==> src/design/rtpa_pkg.sv <==
// rtpa_pkg: constants, opcodes, kinds and controller states for the region table allocator
// no dependencies
package rtpa_pkg;
  localparam int MAX_REGIONS_DEF = 64;
  localparam logic [63:0] PAGE_BYTES = 64'h1000;
  localparam logic [63:0] SIZE_LOW_MASK = 64'hF;

  typedef enum logic [1:0] {
    OP_LOAD  = 2'd0,
    OP_ALIGN = 2'd1,
    OP_ALLOC = 2'd2,
    OP_QUERY = 2'd3
  } op_t;

  localparam logic [1:0] KIND_USED = 2'd0;
  localparam logic [1:0] KIND_FREE = 2'd1;

  typedef enum logic [3:0] {
    ST_IDLE,
    ST_ARD,
    ST_ADIV,
    ST_AWR,
    ST_SRD,
    ST_SCHK,
    ST_MRD,
    ST_MWR,
    ST_FIX,
    ST_QRD,
    ST_QACC,
    ST_DONE
  } state_t;

  typedef struct packed {
    logic start;
    logic [63:0] num;
    logic [63:0] den;
  } div_req_t;

  typedef struct packed {
    logic done;
    logic [63:0] rem;
  } div_rsp_t;
endpackage

==> src/design/rtpa_div.sv <==
// rtpa_div: 64 bit restoring remainder unit, one bit a cycle
// depends on rtpa_pkg
module rtpa_div (
  input  logic              clk,
  input  logic              rst_n,
  input  rtpa_pkg::div_req_t req,
  output rtpa_pkg::div_rsp_t rsp
);
  logic [63:0] rem_r, rem_nxt;
  logic [63:0] num_r, num_nxt;
  logic [63:0] den_r, den_nxt;
  logic [6:0]  cnt_r, cnt_nxt;
  logic        busy_r, busy_nxt;
  logic        done_r, done_nxt;
  logic [64:0] sh;
  logic [64:0] diff;

  always_comb begin
    rem_nxt = rem_r;
    num_nxt = num_r;
    den_nxt = den_r;
    cnt_nxt = cnt_r;
    busy_nxt = busy_r;
    done_nxt = 1'b0;
    sh = {rem_r, num_r[63]};
    diff = sh - {1'b0, den_r};
    if (req.start) begin
      rem_nxt = '0;
      num_nxt = req.num;
      den_nxt = req.den;
      cnt_nxt = 7'd64;
      busy_nxt = 1'b1;
    end else if (busy_r) begin
      num_nxt = {num_r[62:0], 1'b0};
      rem_nxt = (sh >= {1'b0, den_r}) ? diff[63:0] : sh[63:0];
      cnt_nxt = cnt_r - 7'd1;
      if (cnt_r == 7'd1) begin
        busy_nxt = 1'b0;
        done_nxt = 1'b1;
      end
    end
  end

  always_ff @(posedge clk) begin
    if (!rst_n) begin
      busy_r <= 1'b0;
      done_r <= 1'b0;
      cnt_r <= '0;
    end else begin
      busy_r <= busy_nxt;
      done_r <= done_nxt;
      cnt_r <= cnt_nxt;
    end
    rem_r <= rem_nxt;
    num_r <= num_nxt;
    den_r <= den_nxt;
  end

  assign rsp.done = done_r;
  assign rsp.rem = rem_r;
endmodule

==> config.mk <==
export PLATFORM = sky130hd
export DESIGN_NAME = rtpa_div
export DESIGN_NICKNAME = d
export VERILOG_FILES = /design/src/design/rtpa_pkg.sv /design/src/design/rtpa_div.sv
export SDC_FILE = /design/constraint.sdc
export NUM_CORES = 1
export LEC_CHECK = 0
export ABC_AREA = 1
export BUFFER_PORTS_ARGS = -buffer_cell sky130_fd_sc_hd__buf_2
export CORE_AREA = 4 4 175 177
export DETAILED_ROUTE_END_ITERATION = 10
export DIE_AREA = 0 0 179 181
export HOLD_SLACK_MARGIN = 0.03
export PLACE_DENSITY = 0.79
export SLEW_MARGIN = 20
export SYNTH_ARGS = -nofsm -noshare
export SYNTH_HDL_FRONTEND = slang
export SYNTH_SLANG_ARGS = --single-unit
==> constraint.sdc <==
create_clock -name clk -period 3 [get_ports clk]
set_input_delay 0.6 -clock clk [delete_from_list [all_inputs] [get_ports clk]]
set_output_delay 0.6 -clock clk [all_outputs]
set_load 0.1 [all_outputs]
# After elaboration in Yosys (flattened, before gate mapping)
# Cells that the tools add are included.
[word_totals]
inputBits = 131
reg_bits = 201
output_inout_bits = 65
[classes]
eq_ne = 1
addsub = 2
muxes = 9
bitwise_logic = 2
n_lt_le_gt_ge = 1
n_reduce_logical = 3
[op_table]
columns = ["cell", "n"]
rows = [
  ["$mux W64", 3],
  ["$ge A65 B64 Y1", 1],
  ["$sub A64 B64 Y64", 1],
  ["$mux W7", 2],
  ["$eq A7 B1 Y1 const B", 1],
  ["$sub A7 B1 Y7 const B", 1],
  ["$mux W1", 4],
  ["$reduce_or A3 Y1", 1],
  ["$not A1 Y1", 2],
  ["$reduce_bool A2 Y1", 1],
  ["$reduce_or A2 Y1", 1],
]

# Logic depth before layout (Yosys ltp)
[depth]
ltp_word = 4
ltp_mapped = 19
mapped_depth_nobuf = 18

# Least setup slack after synthesis
# OpenSTA, ideal clock, no wires.
[synth_timing]
path_kind = "input to register"
startpoint = "input req[128] (netlist bit)"
endpoint = "register num_r[0] (enable)"
setup_ns = 0.454
cell_stages = 3
path_slack_ns = -0.231
arrival_time_ns = 2.777
required_ns = 2.546
path_cell_list = "nor2_1 > inv_1 > clkbuf_1"
[synth_via]
elab_chain_cells = 1
[synth_lines]
columns = ["element", "line_no", "text"]
rows = [
  ["start: declaration", "rtpa_div.sv:6", "input rtpa_pkg::div_req_t req,"],
  ["$reduce_bool A2 Y1 (no source line)", "n/a", ""],
  ["end signal: assignment", "rtpa_div.sv:55", "num_r <= num_nxt;"],
  ["end: declaration", "rtpa_div.sv:10", "logic [63:0] num_r, num_nxt;"],
]
# Every way passes these cells.
# A chain may end at the register's enable or synchronous reset.

# Worst setup path in the final report
[layout_timing]
startpoint = "register rem_r[39]"
endpoint = "register rem_r[48]"
[layout_via]
elab_chain_cells = 2
word_cells_on_any_way = 3
cone_classes = "add/sub: 1; order compare: 1; mux: 1"
[layout_lines]
columns = ["element", "line_no", "text"]
rows = [
  ["start: declaration", "rtpa_div.sv:9", "logic [63:0] rem_r, rem_nxt;"],
  ["start signal: assignment", "rtpa_div.sv:54", "rem_r <= rem_nxt;"],
  ["$sub A64 B64 Y64 or $ge A65 B64 Y1 (tied branches)", "rtpa_div.sv:26, rtpa_div.sv:35", ""],
  ["$mux W64 (*)", "rtpa_div.sv:35", "rem_nxt = (sh >= {1'b0, den_r}) ? diff[63:0] : sh[63:0];"],
]
# Mark *: on every way between the ends. The rest lies on a longest branch, timed or not.

==> metrics.txt <==
H-tree levels 1; ys flop type edfxtp_1; worst ir drop on vdd around 360 uV; unrepaired setup endpoints after global routing false; Reg-to-Reg End rem_r[48]$_SDFFE_PP0P_; CTS sink count ~200; RD Place Congestion around 1.0; Inst Count DP between 2k and 3k; reg2reg setup slack between 0.2 and 0.25 ns; TritonCTS clock tree yes; Mapped Cells roughly 2.2k; syn avg cell area ~6.6 um^2; Fillers around 2.9k; die height roughly 180 um; Rows between 60 and 70; flip-flop and latch area roughly 5300 um^2; DRT iter0 DRCs approximately 1.2k; Critical Path End rem_r[48]$_SDFFE_PP0P_; routed wire length per instance 16.3 um; fin crit period between 2 and 3 ns; Worst setup startpoint rem_r[39]$_SDFFE_PP0P_; Syn Nets roughly 2.4k; number of global-route vias before repair 13.2k; RR Startpoint rem_r[39]$_SDFFE_PP0P_; critical path class register to register; vias roughly 14k; Peak Freq about 360 MHz; ys async rst share 0%; Final Non-Filler Cells approximately 2.8k; Pwr Density about 430 nW/um^2; CP Launch Type register; max-slew violations 0; family with the most delay on the worst path simple AND/OR/NAND/NOR gates; Inserted Clock Buffers 23; first-pass GRT wire length between 70 and 80 mm; status completed; Crit. path cell count 11; Worst setup EP type register; Worst Path Buf+Inv 1; critical path, cell by cell ha_1 > nand2_1 > nor2_1 > nand2_1 > nor4_2 > nand2_2 > nand2_4 > buf_4 > nand2_1 > nand3_1 > o21ai_1; Routed WL roughly 45 mm; Nets approximately 2.6k; ANT nets after route 0; Hold Path Class input port to register; largest net degree at the start of global routing 100; die width between 150 and 200 um; clk_skew 0.0216 ns; fin crit share between 90% and 100%; Post-Route Setup TNS 0 ns; worst slew pin tran just under 0.7 ns; Mapped Area roughly 14000 um^2; Syn. warnings 0; area occupied by multi-input gates between 7000 and 8000 um^2; Clock transition at path regs approximately 0.07 ns; max_cap viols 0; Inserted Diodes 0; leakage between 9 and 10 nW; antenna violations before repair 2; Worst-Skew Late Latency ~0.53 ns; Seq/Total Area, Yosys about 37%; Post-synth EDFFs between 100 and 150; GRT overflow 0; Final HPWL DP about 36 mm; post-CTS setup buffers 0; final hold vios 0; core footprint just under 30000 um^2; Cell variety after synth 35; Post-CTS Resized 0; slowest CP cell ha_1; die area 32400 um^2; post-place instance area between 15000 and 20000 um^2; Max stage delay on crit path around 0.43 ns; DR vias/cell 4.99; share of cells above drive strength 1 approximately 14%; Buffers on Ports between 150 and 200; Area Overhead vs Synth 15.5%; GRT Total Usage between 20% and 30%; Initial Util 49.3%; CP max FO 16; final setup vio count 0; Ports about 200; Root Driver clkbuf_16; drt drc 0; Pre-Repair DR Iteration Count 5; #FFs+latches synth around 200; maximum root-to-sink buffer count 3; Worst R2R Path Depth 11; CP arrival between 3 and 4 ns; Post-CTS Hold Buffers 0; finished layout cell area about 17000 um^2; most used cell, CP nand2_1; Slew HR ~54%; Worst EP required about 3.4 ns
==> worst min path at each step <==
stage                                        to  cells past startpoint                  start  slack (ns)
final                        den_r[5]$_DFFE_PP_                      1                 req[5]        0.24
after global placement    cnt_r[6]$_SDFFE_PN0P_                      2  cnt_r[6]$_SDFFE_PN0P_        0.46
after floorplan           cnt_r[4]$_SDFFE_PP0P_                      1  cnt_r[4]$_SDFFE_PP0P_        0.44
after global routing         den_r[3]$_DFFE_PP_                      1                 req[3]        0.22
after detailed placement  cnt_r[4]$_SDFFE_PP0P_                      1  cnt_r[4]$_SDFFE_PP0P_        0.47
after CTS                    den_r[5]$_DFFE_PP_                      1                 req[5]        0.22
==> synthesized netlist by cell type (5+ instances only) <==
cell type  number  area share, %
nand3_1       121            4.2
o21ai_1        25           0.87
inv_2           7           0.18
clkbuf_1       18           0.47
nand2_2         8           0.35
buf_6          12           0.94
a21oi_1        47            1.6
edfxtp_1      128             27
dfxtp_1        73             10
buf_2          11           0.38
nand4_1         9           0.39
nor2_1        103            2.7
nor2_2         15           0.65
nand3_2        32            2.2
nand2_1       945             25
nor4_1          5           0.22
nand3b_1       37            1.9
inv_1         432             11
ha_1           66            5.7
o21ai_0        18           0.63
xnor2_1        29            1.8
nor3_1         16           0.56
==> cell type report <==
cell class	count	area share, %
Sequential cell	201	31.9
Tap cell	390	2.93
Timing Repair Buffer	215	7.01
Multi-Input combinational cell	1497	43.1
Clock buffer	28	3.75
Inverter	439	9.91
Clock inverter	14	1.39
==> stage by stage <==
stage          hold WS (ns)  power (mW)  setup slack (ns)  utilization [%]
3_5_place_dp          0.472        4.03             0.297             54.0
3_3_place_gp          0.459        4.01             0.341             54.0
4_1_cts               0.220        7.20             0.212             56.9
6_report              0.239        7.14             0.238             56.9
2_1_floorplan         0.437        3.74             0.173                -
5_1_grt               0.217        7.43            0.0301             56.9
==> placed cells by master, fill, tap and decap left out, types with 37 or more instances in the layout <==
cell type	instances
a21oi_1	47
buf_2	194
dfxtp_1	73
edfxtp_1	128
ha_1	66
inv_1	431
nand2_1	945
nand3_1	121
nand3b_1	37
nor2_1	101
==> metal layers <==
layer | share of wire (%) | vias up | routed length [um] | track usage [%]
li1 | - | 7048 | - | -
met3 | 7.6 | 44 | 3450 | 4.00
met1 | 46 | 6314 | 20900 | 40.2
met2 | 45 | 469 | 20400 | 43.6
met5 | 0.031 | - | 14 | 0
met4 | 1.5 | 4 | 704 | 5.04
==> registers in the layout, summed over array words and instances (netlist names) <==
| register | cells |
|---|---|
| cnt_r | 7 |
| rem_r | 64 |
| done_r | 1 |
| den_r | 64 |
| num_r | 64 |
| busy_r | 1 |
==> cells by family (layout without fill, tap and decap cells) <==
| kind of cell | count (synthesis) | after routing | synth area share (%) |
|---|---|---|---|
| buffers and inverters | 486 | 696 | 13.4 |
| AOI/OAI and AO/OA | 96 | 96 | 3.43 |
| xor gates and xnor gates | 32 | 32 | 1.95 |
| adders and majority gates | 67 | 67 | 5.87 |
| and+or+nand+nor | 1302 | 1302 | 38.5 |
| DFF | 201 | 201 | 36.8 |
==> power breakdown <==
group          switching, mW  internal [mW]
registers             0.0529           3.14
clock network           1.16           2.00
logic                  0.521          0.265
Power figures use the tool's default switching activity.
